<file path="src/design/ffca_pkg.sv">
// ----------------------------------------------------------------------------
// ffca_pkg
// Shared types, codes and sizes of the first-fit cell allocator.
// ----------------------------------------------------------------------------
`timescale 1ns / 1ps
`default_nettype none

package ffca_pkg;

	localparam int MEM_CELLS   = 128;
	localparam int HANDLE_BITS = 16;

	localparam int IDX_W = (MEM_CELLS > 1) ? $clog2(MEM_CELLS) : 1;
	localparam int CNT_W = $clog2(MEM_CELLS + 1);
	localparam int CTR_W = (CNT_W > 8) ? CNT_W : 8;

	localparam logic [1:0] ACT_ALLOC  = 2'd0;
	localparam logic [1:0] ACT_ERASE  = 2'd1;
	localparam logic [1:0] ACT_DEFRAG = 2'd2;
	// spare action code, taken and dropped without a result
	localparam logic [1:0] ACT_UNUSED = 2'd3;

	localparam logic [1:0] ST_OK      = 2'd0;
	localparam logic [1:0] ST_FAIL    = 2'd1;
	localparam logic [1:0] ST_ILLEGAL = 2'd2;

	typedef struct packed {
		logic [1:0]         action;
		logic [7:0]         amount;
		logic signed [31:0] handle;
	} req_t;

	typedef struct packed {
		logic [1:0]  status;
		logic [15:0] new_handle;
	} rsp_t;

	typedef enum logic [2:0] {
		OP_NONE,
		OP_ALLOC_SCAN,
		OP_FILL,
		OP_ERASE,
		OP_COMPACT,
		OP_CLEAR
	} dp_op_t;

	typedef struct packed {
		logic       load;
		dp_op_t     op;
		logic       rsp_load;
		logic [1:0] rsp_status;
	} cmd_t;

	typedef struct packed {
		logic alloc_bad;
		logic erase_bad;
		logic hit;
		logic scan_done;
		logic fill_done;
		logic clear_done;
		logic found;
		logic rsp_free;
	} stat_t;

	typedef struct packed {
		logic                   rd_en;
		logic [IDX_W-1:0]       rd_addr;
		logic                   wr_en;
		logic [IDX_W-1:0]       wr_addr;
		logic [HANDLE_BITS-1:0] wr_data;
	} mem_req_t;

	typedef enum logic [3:0] {
		S_IDLE,
		S_ALLOC_SCAN,
		S_ALLOC_FILL,
		S_ERASE_SCAN,
		S_DEFRAG_SCAN,
		S_DEFRAG_CLEAR,
		S_RESP_OK,
		S_RESP_FAIL,
		S_RESP_ILLEGAL
	} state_t;

endpackage

`default_nettype wire

</file>
<file path="src/design/ffca_cell_store.sv">
// ----------------------------------------------------------------------------
// ffca_cell_store
// Owner memory of the cell pool with one valid flop per cell.
// ----------------------------------------------------------------------------
`timescale 1ns / 1ps
`default_nettype none

module ffca_cell_store (
	input  logic                            clk,
	input  logic                            arst_n,
	input  ffca_pkg::mem_req_t              mreq,
	output logic [ffca_pkg::HANDLE_BITS-1:0] rd_data
);
	import ffca_pkg::*;

	logic [HANDLE_BITS-1:0] cells_q [MEM_CELLS];
	logic [MEM_CELLS-1:0]   valid_q;
	logic [HANDLE_BITS-1:0] raw_s1;
	logic                   valid_s1;

	always_ff @(posedge clk) begin
		if (mreq.wr_en) begin
			cells_q[mreq.wr_addr] <= mreq.wr_data;
		end
		if (mreq.rd_en) begin
			raw_s1 <= cells_q[mreq.rd_addr];
		end
	end

	always_ff @(posedge clk or negedge arst_n) begin
		if (!arst_n) begin
			valid_q  <= '0;
			valid_s1 <= 1'b0;
		end else begin
			if (mreq.wr_en) begin
				valid_q[mreq.wr_addr] <= 1'b1;
			end
			if (mreq.rd_en) begin
				valid_s1 <= valid_q[mreq.rd_addr];
			end
		end
	end

	// a cell never written since reset reads as free
	assign rd_data = valid_s1 ? raw_s1 : '0;

endmodule

`default_nettype wire

</file>
<file path="src/design/ffca_datapath.sv">
// ----------------------------------------------------------------------------
// ffca_datapath
// Scan counters, run tracking, write steering and response register.
// ----------------------------------------------------------------------------
`timescale 1ns / 1ps
`default_nettype none

module ffca_datapath (
	input  logic                            clk,
	input  logic                            arst_n,
	input  logic                            cfg_wr_en,
	input  logic [7:0]                      cfg_wr_data,
	input  ffca_pkg::req_t                  req,
	input  ffca_pkg::cmd_t                  cmd,
	output ffca_pkg::stat_t                 stat,
	output ffca_pkg::mem_req_t              mreq,
	input  logic [ffca_pkg::HANDLE_BITS-1:0] cell_rd_data,
	output logic                            rsp_valid,
	input  logic                            rsp_stall,
	output ffca_pkg::rsp_t                  rsp
);
	import ffca_pkg::*;

	logic [7:0]             pool_size_q;
	logic [HANDLE_BITS-1:0] next_handle_q;
	logic [7:0]             amount_q;
	logic [31:0]            handle_q;
	logic [CTR_W-1:0]       rd_ptr_q;
	logic [CTR_W-1:0]       wr_ptr_q;
	logic [CTR_W-1:0]       run_q;
	logic [CTR_W-1:0]       fill_cnt_q;
	logic                   found_q;
	logic                   rd_v_s1;
	logic [IDX_W-1:0]       addr_s1;
	logic                   rsp_valid_q;
	rsp_t                   rsp_q;

	logic [CTR_W-1:0] pool_ext;
	logic [CTR_W-1:0] n_cells;
	logic [CTR_W-1:0] amount_ext;
	logic             rd_more;
	logic             scanning;
	logic             issue;
	logic             cell_free;
	logic             erase_match;
	logic             run_hit;
	logic             wr_step;

	assign pool_ext   = CTR_W'(pool_size_q);
	assign n_cells    = (pool_ext < CTR_W'(MEM_CELLS)) ? pool_ext : CTR_W'(MEM_CELLS);
	assign amount_ext = CTR_W'(amount_q);

	assign rd_more  = rd_ptr_q < n_cells;
	assign scanning = (cmd.op == OP_ALLOC_SCAN) || (cmd.op == OP_ERASE) ||
	                  (cmd.op == OP_COMPACT);
	assign issue    = scanning && rd_more;

	assign cell_free   = (cell_rd_data == '0);
	assign erase_match = (32'(cell_rd_data) == handle_q);
	assign run_hit     = rd_v_s1 && cell_free && ((run_q + CTR_W'(1)) == amount_ext);

	always_comb begin
		mreq.rd_en   = issue;
		mreq.rd_addr = rd_ptr_q[IDX_W-1:0];
		mreq.wr_en   = 1'b0;
		mreq.wr_addr = wr_ptr_q[IDX_W-1:0];
		mreq.wr_data = '0;
		wr_step      = 1'b0;
		unique case (cmd.op)
			OP_FILL: begin
				mreq.wr_en   = 1'b1;
				mreq.wr_data = next_handle_q;
			end
			OP_ERASE: begin
				if (rd_v_s1 && erase_match) begin
					mreq.wr_en   = 1'b1;
					mreq.wr_addr = addr_s1;
				end
			end
			OP_COMPACT: begin
				// move a used cell down to the write pointer
				if (rd_v_s1 && !cell_free) begin
					mreq.wr_en   = 1'b1;
					mreq.wr_data = cell_rd_data;
					wr_step      = 1'b1;
				end
			end
			OP_CLEAR: begin
				if (wr_ptr_q < n_cells) begin
					mreq.wr_en = 1'b1;
					wr_step    = 1'b1;
				end
			end
			default: begin
			end
		endcase
	end

	assign stat.alloc_bad  = (amount_q == 8'd0) || (amount_ext > n_cells) ||
	                         (next_handle_q == '0);
	assign stat.erase_bad  = (handle_q == 32'd0) || handle_q[31];
	assign stat.hit        = run_hit;
	assign stat.scan_done  = !rd_more && !rd_v_s1;
	assign stat.fill_done  = (fill_cnt_q + CTR_W'(1)) == amount_ext;
	assign stat.clear_done = !(wr_ptr_q < n_cells);
	assign stat.found      = found_q;
	assign stat.rsp_free   = !rsp_valid_q || !rsp_stall;

	always_ff @(posedge clk) begin
		if (cmd.load) begin
			amount_q <= req.amount;
			handle_q <= $unsigned(req.handle);
		end
		addr_s1 <= rd_ptr_q[IDX_W-1:0];
		if (cmd.rsp_load) begin
			rsp_q.status     <= cmd.rsp_status;
			rsp_q.new_handle <= (cmd.rsp_status == ST_OK) ? 16'(next_handle_q) : 16'd0;
		end
	end

	always_ff @(posedge clk or negedge arst_n) begin
		if (!arst_n) begin
			pool_size_q   <= 8'd128;
			next_handle_q <= HANDLE_BITS'(1);
			rd_ptr_q      <= '0;
			wr_ptr_q      <= '0;
			run_q         <= '0;
			fill_cnt_q    <= '0;
			found_q       <= 1'b0;
			rd_v_s1       <= 1'b0;
			rsp_valid_q   <= 1'b0;
		end else begin
			if (cfg_wr_en) begin
				pool_size_q <= cfg_wr_data;
			end
			rd_v_s1 <= issue;

			if (cmd.load) begin
				rd_ptr_q <= '0;
			end else if (issue) begin
				rd_ptr_q <= rd_ptr_q + CTR_W'(1);
			end

			if (cmd.load) begin
				run_q <= '0;
			end else if (cmd.op == OP_ALLOC_SCAN && rd_v_s1) begin
				run_q <= cell_free ? run_q + CTR_W'(1) : '0;
			end

			// a hit latches the run start for the fill
			if (cmd.load) begin
				wr_ptr_q <= '0;
			end else if (cmd.op == OP_ALLOC_SCAN && run_hit) begin
				wr_ptr_q <= CTR_W'(addr_s1) + CTR_W'(1) - amount_ext;
			end else if (cmd.op == OP_FILL || wr_step) begin
				wr_ptr_q <= wr_ptr_q + CTR_W'(1);
			end

			if (cmd.load) begin
				fill_cnt_q <= '0;
			end else if (cmd.op == OP_FILL) begin
				fill_cnt_q <= fill_cnt_q + CTR_W'(1);
			end

			if (cmd.load) begin
				found_q <= 1'b0;
			end else if (cmd.op == OP_ERASE && rd_v_s1 && erase_match) begin
				found_q <= 1'b1;
			end

			if (cmd.rsp_load && cmd.rsp_status == ST_OK) begin
				next_handle_q <= next_handle_q + HANDLE_BITS'(1);
			end

			if (cmd.rsp_load) begin
				rsp_valid_q <= 1'b1;
			end else if (!rsp_stall) begin
				rsp_valid_q <= 1'b0;
			end
		end
	end

	assign rsp_valid = rsp_valid_q;
	assign rsp       = rsp_q;

endmodule

`default_nettype wire

</file>
<file path="src/design/ffca_ctrl.sv">
// ----------------------------------------------------------------------------
// ffca_ctrl
// Sequencer of the allocator: one request at a time, scan then write.
// ----------------------------------------------------------------------------
`timescale 1ns / 1ps
`default_nettype none

module ffca_ctrl (
	input  logic            clk,
	input  logic            arst_n,
	input  logic            req_valid,
	input  logic [1:0]      action,
	input  ffca_pkg::stat_t stat,
	output ffca_pkg::cmd_t  cmd,
	output logic            req_stall
);
	import ffca_pkg::*;

	state_t state_q;
	state_t state_d;

	always_ff @(posedge clk or negedge arst_n) begin
		if (!arst_n) begin
			state_q <= S_IDLE;
		end else begin
			state_q <= state_d;
		end
	end

	always_comb begin
		state_d = state_q;
		unique case (state_q)
			S_IDLE: begin
				if (req_valid) begin
					unique case (action)
						ACT_ALLOC:  state_d = S_ALLOC_SCAN;
						ACT_ERASE:  state_d = S_ERASE_SCAN;
						ACT_DEFRAG: state_d = S_DEFRAG_SCAN;
						default:    state_d = S_IDLE;
					endcase
				end
			end
			S_ALLOC_SCAN: begin
				priority if (stat.alloc_bad) begin
					state_d = S_RESP_FAIL;
				end else if (stat.hit) begin
					state_d = S_ALLOC_FILL;
				end else if (stat.scan_done) begin
					state_d = S_RESP_FAIL;
				end
			end
			S_ALLOC_FILL: begin
				if (stat.fill_done) begin
					state_d = S_RESP_OK;
				end
			end
			S_ERASE_SCAN: begin
				priority if (stat.erase_bad) begin
					state_d = S_RESP_ILLEGAL;
				end else if (stat.scan_done) begin
					state_d = stat.found ? S_IDLE : S_RESP_ILLEGAL;
				end
			end
			S_DEFRAG_SCAN: begin
				if (stat.scan_done) begin
					state_d = S_DEFRAG_CLEAR;
				end
			end
			S_DEFRAG_CLEAR: begin
				if (stat.clear_done) begin
					state_d = S_IDLE;
				end
			end
			S_RESP_OK, S_RESP_FAIL, S_RESP_ILLEGAL: begin
				// hold until the response register has room
				if (stat.rsp_free) begin
					state_d = S_IDLE;
				end
			end
			default: state_d = S_IDLE;
		endcase
	end

	always_comb begin
		cmd.load       = 1'b0;
		cmd.op         = OP_NONE;
		cmd.rsp_load   = 1'b0;
		cmd.rsp_status = ST_OK;
		req_stall      = 1'b1;
		unique case (state_q)
			S_IDLE: begin
				req_stall = 1'b0;
				cmd.load  = req_valid;
			end
			S_ALLOC_SCAN:   cmd.op = OP_ALLOC_SCAN;
			S_ALLOC_FILL:   cmd.op = OP_FILL;
			S_ERASE_SCAN:   cmd.op = OP_ERASE;
			S_DEFRAG_SCAN:  cmd.op = OP_COMPACT;
			S_DEFRAG_CLEAR: cmd.op = OP_CLEAR;
			S_RESP_OK: begin
				cmd.rsp_load   = stat.rsp_free;
				cmd.rsp_status = ST_OK;
			end
			S_RESP_FAIL: begin
				cmd.rsp_load   = stat.rsp_free;
				cmd.rsp_status = ST_FAIL;
			end
			S_RESP_ILLEGAL: begin
				cmd.rsp_load   = stat.rsp_free;
				cmd.rsp_status = ST_ILLEGAL;
			end
			default: begin
			end
		endcase
	end

endmodule

`default_nettype wire

</file>
<file path="src/design/first_fit_cell_allocator_unit.sv">
// ----------------------------------------------------------------------------
// first_fit_cell_allocator_unit: first-fit contiguous cell allocator
// Cells are scanned through the single read port of the cell memory (one cell
//   a cycle): alloc scans then, on a fit, fills, erase scans, defragment compacts
//   then clears the tail; a stalled result adds its wait. A result shows in the
//   same cycle that the unit returns to idle and takes the next request. Reset
//   is asynchronous: all cells read free at once through per-cell valid flops,
//   so no clearing pass is run.
// ----------------------------------------------------------------------------
`timescale 1ns / 1ps
`default_nettype none

module first_fit_cell_allocator_unit (
	input  logic           clk,
	input  logic           arst_n,
	input  logic           cfg_wr_en,
	input  logic [7:0]     cfg_wr_data,
	input  logic           req_valid,
	output logic           req_stall,
	input  ffca_pkg::req_t req,
	output logic           rsp_valid,
	input  logic           rsp_stall,
	output ffca_pkg::rsp_t rsp
);
	import ffca_pkg::*;

	cmd_t                   cmd;
	stat_t                  stat;
	mem_req_t               mreq;
	logic [HANDLE_BITS-1:0] cell_rd_data;

	ffca_ctrl u_ctrl (
		.clk       (clk),
		.arst_n    (arst_n),
		.req_valid (req_valid),
		.action    (req.action),
		.stat      (stat),
		.cmd       (cmd),
		.req_stall (req_stall)
	);

	ffca_datapath u_datapath (
		.clk          (clk),
		.arst_n       (arst_n),
		.cfg_wr_en    (cfg_wr_en),
		.cfg_wr_data  (cfg_wr_data),
		.req          (req),
		.cmd          (cmd),
		.stat         (stat),
		.mreq         (mreq),
		.cell_rd_data (cell_rd_data),
		.rsp_valid    (rsp_valid),
		.rsp_stall    (rsp_stall),
		.rsp          (rsp)
	);

	ffca_cell_store u_cell_store (
		.clk     (clk),
		.arst_n  (arst_n),
		.mreq    (mreq),
		.rd_data (cell_rd_data)
	);

endmodule

`default_nettype wire

</file>
<file path="config.mk">
export PLATFORM = sky130hd
export DESIGN_NAME = first_fit_cell_allocator_unit
export DESIGN_NICKNAME = d
export VERILOG_FILES = /design/src/design/ffca_pkg.sv /design/src/design/ffca_cell_store.sv /design/src/design/ffca_datapath.sv /design/src/design/ffca_ctrl.sv /design/src/design/first_fit_cell_allocator_unit.sv
export SDC_FILE = /design/constraint.sdc
export NUM_CORES = 2
export LEC_CHECK = 0
export BUFFER_PORTS_ARGS = -buffer_cell sky130_fd_sc_hd__buf_2
export CORE_MARGIN = 2
export CORE_UTILIZATION = 45
export DETAILED_ROUTE_END_ITERATION = 7
export GPL_TIMING_DRIVEN = 0
export PLACE_DENSITY = 0.71
export REMOVE_ABC_BUFFERS = 1
export SLEW_MARGIN = 20
export SYNTH_ARGS = -nofsm -noshare
export SYNTH_HDL_FRONTEND = slang
export SYNTH_SLANG_ARGS = --single-unit
export TNS_END_PERCENT = 30
</file>
<file path="constraint.sdc">
create_clock -name clk -period 9.9 [get_ports clk]
set_input_delay 0.495 -clock clk [delete_from_list [all_inputs] [get_ports clk]]
set_output_delay 0.495 -clock clk [all_outputs]
set_load 0.02 [all_outputs]
</file>
# Yosys cells after proc, flatten, opt, wreduce, memory -nomap -nowiden
# Memories as Yosys holds them, arrays and structs flattened. A register that Yosys moved wholly into a read port is not among the register bits.
# Cells that the tools add are included.
# totals
regBits,257
ram_bits,2048
inputBits,55
output_inout_bits,20
elab_cells,144
memories,1
# memory_table
memory,words,width,read_ports,rd_clocked_by_memory_dff,wr,line_no,text
u_cell_store.cells_q,128,16,1,1,1,ffca_cell_store.sv:16,logic [HANDLE_BITS-1:0] cells_q [MEM_CELLS];
# classes
n_addsub,7
order_cmp,7
n_eq_ne,26
muxes,47
bitwise_logic,1
reduce_logical,38
# op_table
cell,n
$or 128x128->128,1
$mux 8,12
$mux 4,11
$add 8x1->8 const B,4
$eq 16x32->1,1
$logic_not 16->1,2
$logic_not 32->1,1
$mux 16,2
$pmux 16 s2,1
$pmux 4 s7,1
$pmux 3 s3,2
$add 16x1->16 const B,1
$eq 4x3->1 const B,4
$eq 8x8->1,2
$lt 7x8->1 const B,2
$lt 8x8->1,2
$pmux 3 s5,1
$logic_and 1x1->1,12
$mux 1,12
$add 7x1->8 const B,1
$eq 4x2->1 const B,2
$gt 8x8->1,1
$logic_not 8->1,1
$lt 8x8->1 const B,1
26 further kinds,46

# Depth between registers and ports, before layout
# logic_depth
word_depth,10
depth_mapped,12
mapped_depth_nobuf,11

# Hierarchy
# A second synthesis with hierarchy kept.
# hier_totals
hier_cells,4571
hier_area_um2,91402.7
# by_module_without_submodules
mod,instances,cells_each,area_each_um2
ffca_cell_store,1,3923,84165.7
ffca_datapath,1,597,6750.2
ffca_ctrl,1,51,486.7

# Worst setup path after synthesis
# Ideal clock, no wire load.
# synth_path
kind,register to register
from,register u_ctrl.state_q[1]
to,memory u_cell_store.cells_q[0][0] (data pin)
setup_time_ps,1198
t_arrival_ps,6054
t_required_ps,8702
setup_slack_ps,2648
stages_incl_launch_ff,6
synth_period_minus_slack_ps,7252
path_cell_list,dfrtp_1 -> clkbuf_1 -> nor2b_1 -> nand2_1 -> clkbuf_1 -> o21ai_0
# synth_lines
element,line_no,text
start: declaration,ffca_ctrl.sv:19,state_t state_q;
start signal: assignment,ffca_ctrl.sv:26,state_q <= state_d;
end: declaration,ffca_cell_store.sv:16,

# Final worst setup path
# layout_path
from,register u_ctrl.state_q[2]
to,memory u_cell_store.cells_q[10][13] (enable)
# layout_between
elab_chain_len,6
elab_cells_between_ends,14
classes_between,eq/ne (9); mux (5)
# layout_lines
element,line_no,text
$eq 4x3->1 (tied with other cells),ffca_ctrl.sv:90,unique case (state_q)
$pmux 3 s5 *,ffca_ctrl.sv:90,
$eq 3x3->1 or $eq 3x2->1 (tied branches),ffca_datapath.sv:69,unique case (cmd.op)
$pmux 1 s4,ffca_datapath.sv:69,
$mux 1,ffca_cell_store.sv:22,if (mreq.wr_en) begin
$mux 1 (not written as such),ffca_cell_store.sv:23,cells_q[mreq.wr_addr] <= mreq.wr_data;
# Mark *: on every way between the ends. The rest lies on a longest branch, timed or not.

==> out/results.ini <==
[run_status]
status=finished, violations left
violations=design-rule violations

[clocking]
cts_htree_levels=4
clock-root-buffer=clkbuf_16
clock_latency_ps=880
cts_buffers=217
clkSlewWorstSetupHoldPaths_ps=70
post-cts-setup-buffers=0
cts.sinks=2321
cts_tree=built
cts_buffer_depth=3

[timing]
worst_pin_slew_ps=1080
fin_tns_setup_ps=0
fin_crit_ps=5210
clock_skew_ps=60.5
rsz0062_at_grt=no
maxSlewViolCount=0
slew_headroom=0.278
max_freq_ghz=0.192
finalHoldViolCount=0
setup_violations=0
finalCritPeriodShare=0.527

[placement]
dp.cells=6929
dp_hpwl_microns=134000
numPortBuffers=74
gp_congestion=0.867

[worst_hold_path]
min_to=u_datapath.pool_ext[5]
hold_path.class=primary input to register
hold_path_depth=2
hp-start=cfg_wr_data[5]

[die]
boundaryPins=75
rows=165
core-area_sq_um=202000
fp.dieArea_sq_um=208000
die_h_microns=456
start_util=0.453
die_w_microns=456

[drt]
wire_per_inst_microns=29.0
vias=44800
routed_wirelength_microns=214000
route.detailed.drc=1
drtIter0Drc=5494
drtPass1Iterations=8
vias_per_cell=6.07
ant_nets=0

[setup_path]
cp_cell_sequence=nor2b_1, and4_1, and2_1, nor3_2, nor4b_1, a31oi_4, buf_16, buf_16, nor2_2, buf_6
required_ps=10460
r2r.worst_path.cells=10
cpMaxStageDelayCell=and2_1
cp_max_fo=16
r2r-start=u_ctrl.state_q[2]
worstSetupStartpointType=register
crit_path_end_kind=register
cp.arrival_ps=5780
slowest_delay_ps=850
cpMostUsedCell=buf_16
r2r-end=u_cell_store.cells_q[10][13]
crit_buf_inv=3
critPathTopFamily=simple AND/OR/NAND/NOR gates
reg2reg_slack_ps=4690
crit_type=register to register

[pwr]
powerDensity_nw_per_um2=261
ir_drop_uv=209
power.leakage_nw=32.9

[cells_and_area]
fin_util=0.526
final_cells=7387
drive_gt1_frac=0.306
area_growth_pct=15.9
layout.nets=4619

[flow_run]
max_cap_violations=0

[global_routing]
first_global_vias=45200
grt-ovfl-total=0
antenna_found_initial=8
grt_usage=0.205
grt_max_degree=81
grt_pass1_wl_microns=313000

[yosys]
synth_edf_count=2122
ys_seq_area_frac=0.748
ys_seq_elements=2321
synth.cell_area_sq_um=91700
ys_warn_count=0
synth_area_leaders=edfxtp_1 69%, mux4_2 16%, dfrtp_1 5.2%
syn_inst=4254
synth.distinct_cells=77
synth_largest_area_cell=edfxtp_1
avgSynthCellArea_sq_um=21.6
synth_top_area_frac=0.695
ys.flop_type=edfxtp_1
async_flop_share=0.0827

## through the flow
stage	hold slack [ps]	area, sq um	setup slack (ps)	power [mW]
finish	123	106000	4690	27.8
detailed placement	427	98800	4940	19.6
global route	79.6	106000	4540	28.6
floorplan	199	90600	-12820	18.1
CTS	71.8	106000	4820	27.9
global placement	452	94300	-23630	19.0
## synth_stat cells (3+ instances only)
| cell | number |
|---|---|
| o31ai_1 | 9 |
| nand2b_1 | 12 |
| o211ai_1 | 9 |
| o21ai_0 | 38 |
| buf_4 | 18 |
| nand2_1 | 58 |
| o41ai_1 | 4 |
| xor2_1 | 17 |
| or3_1 | 6 |
| a221oi_1 | 17 |
| nor3_1 | 21 |
| and3_1 | 16 |
| inv_1 | 27 |
| nor2_1 | 196 |
| a22oi_1 | 10 |
| nor2b_1 | 21 |
| nand4_1 | 20 |
| nand3_1 | 28 |
| a22o_1 | 34 |
| and4_1 | 5 |
| ha_1 | 41 |
| nor4_1 | 24 |
| buf_2 | 101 |
| a311oi_1 | 4 |
| nor3b_1 | 4 |
| a211oi_1 | 5 |
| a21o_1 | 3 |
| mux2_2 | 11 |
| o22ai_1 | 9 |
| clkbuf_1 | 110 |
| nand3b_1 | 8 |
| dfxtp_1 | 7 |
| mux4_2 | 672 |
| o221ai_1 | 3 |
| o21bai_1 | 133 |
| and2_1 | 19 |
| a31oi_1 | 10 |
| a21oi_1 | 27 |
| buf_1 | 19 |
| mux2i_1 | 86 |
| dfrtp_1 | 190 |
| nor4b_1 | 4 |
| xnor2_1 | 32 |
| a31oi_2 | 4 |
| edfxtp_1 | 2122 |
## per-layer routing
layer | track usage | wire length, microns | vias up | part of all wire
li1 | - | - | 18400 | -
met1 | 0.280 | 83500 | 23900 | 0.39
met2 | 0.330 | 104000 | 2145 | 0.49
met3 | 0.0363 | 17300 | 385 | 0.081
met4 | 0.0829 | 8920 | 0 | 0.042
met5 | 0 | 0 | - | 0
## kinds of logic after synthesis
kind of cell             Yosys count  share of synthesized area
flip-flops                      2321                      0.748
XOR/XNOR                          49                    0.00468
multiplexers                     769                      0.176
buffers and inverters            277                     0.0135
adder cells (fa/ha/maj)           42                    0.00581
AO/OA/AOI/OAI                    339                     0.0273
AND/OR/NAND/NOR                  457                     0.0246
## worst max path at each step
stage | to | startpoint | depth (start not counted) | slack, ps
after floorplan | u_cell_store.raw_s1[14] | u_datapath.rd_ptr_q[0] | 5 | -12820
after global placement | u_cell_store.raw_s1[5] | u_datapath.rd_ptr_q[0] | 5 | -23630
after detailed placement | u_cell_store.cells_q[6][6] | u_ctrl.state_q[2] | 10 | 4940
after CTS | u_cell_store.cells_q[96][8] | u_datapath.handle_q[31] | 7 | 4820
after global routing | u_cell_store.cells_q[10][11] | u_ctrl.state_q[2] | 10 | 4540
final | u_cell_store.cells_q[10][13] | u_ctrl.state_q[2] | 10 | 4690
## timing repair
item                       4_1_cts  5_1_grt
hold endpoints to repair       157        0
hold buffers                    46        0
gates resized for setup          0        0
setup endpoints to repair        0        0
## flip-flops by register name (all words and copies together) (netlist names)
register / cells
u_datapath.rsp: 18
u_datapath.next_handle_q: 16
u_datapath.rd_ptr_q: 8
u_datapath.amount_ext: 8
u_datapath.run_q: 8
u_cell_store.valid_s1: 1
u_datapath.pool_ext: 8
u_cell_store.raw_s1: 16
u_datapath.rd_v_s1: 1
u_ctrl.state_q: 4
u_datapath.found_q: 1
u_datapath.rsp_valid: 1
u_cell_store.cells_q: 2048
u_datapath.handle_q: 32
u_datapath.addr_s1: 7
u_datapath.wr_ptr_q: 8
u_cell_store.valid_q: 128
u_datapath.fill_cnt_q: 8
## area by class of cell
| class | instances | area, sq um |
|---|---|---|
| inverters | 28 | 105 |
| clock inverters | 135 | 1270 |
| repair buffers | 298 | 4320 |
| clock buffers | 269 | 5770 |
| well taps | 2672 | 3340 |
| multi-input cells | 1656 | 22900 |
| flip-flops and latches | 2321 | 68700 |
| fillers | 14900 | 95900 |
| diodes | 8 | 20.0 |
## layout by cell type, fill, tap and decap left out, types with 15 or more instances in the layout
cell and n:
edfxtp_1 2122, mux4_2 672, clkbuf_16 223, dfrtp_1 185
o21bai_1 133, nor2_2 83, buf_16 80, buf_2 73
mux2i_1 70, nor2_1 68, buf_6 68, nand2_1 58
clkinv_1 49, nor2_4 47, dlygate4sd3_1 46, clkinv_2 45
clkbuf_1 44, ha_1 41, o21ai_0 36, xnor2_1 32
nand3_1 28, inv_1 27, a21oi_1 26, nor4_1 24
nor3_1 21, nor2b_1 20, nand4_1 20, a22o_1 20
bufinv_16 19, and2_1 18, a221oi_1 17, xor2_1 17
mux2i_4 16, buf_8 16, and3_1 15
## worst register-to-register path: stages (launching register included)
cell and delay, ps:
dfrtp_1 590, nor2b_1 670, and4_1 430, and2_1 850
nor3_2 360, nor4b_1 630, a31oi_4 200, buf_16 270
buf_16 180, nor2_2 520, buf_6 230
## power by group
part / switching [mW] / internal [mW] / total [mW]
Clock: 3.60 / 4.63 / 8.24
Combinational: 4.26 / 3.61 / 7.87
Sequential: 0.464 / 11.2 / 11.7
Total: 8.33 / 19.5 / 27.8
Note: power is estimated with default switching activity, not from simulation.
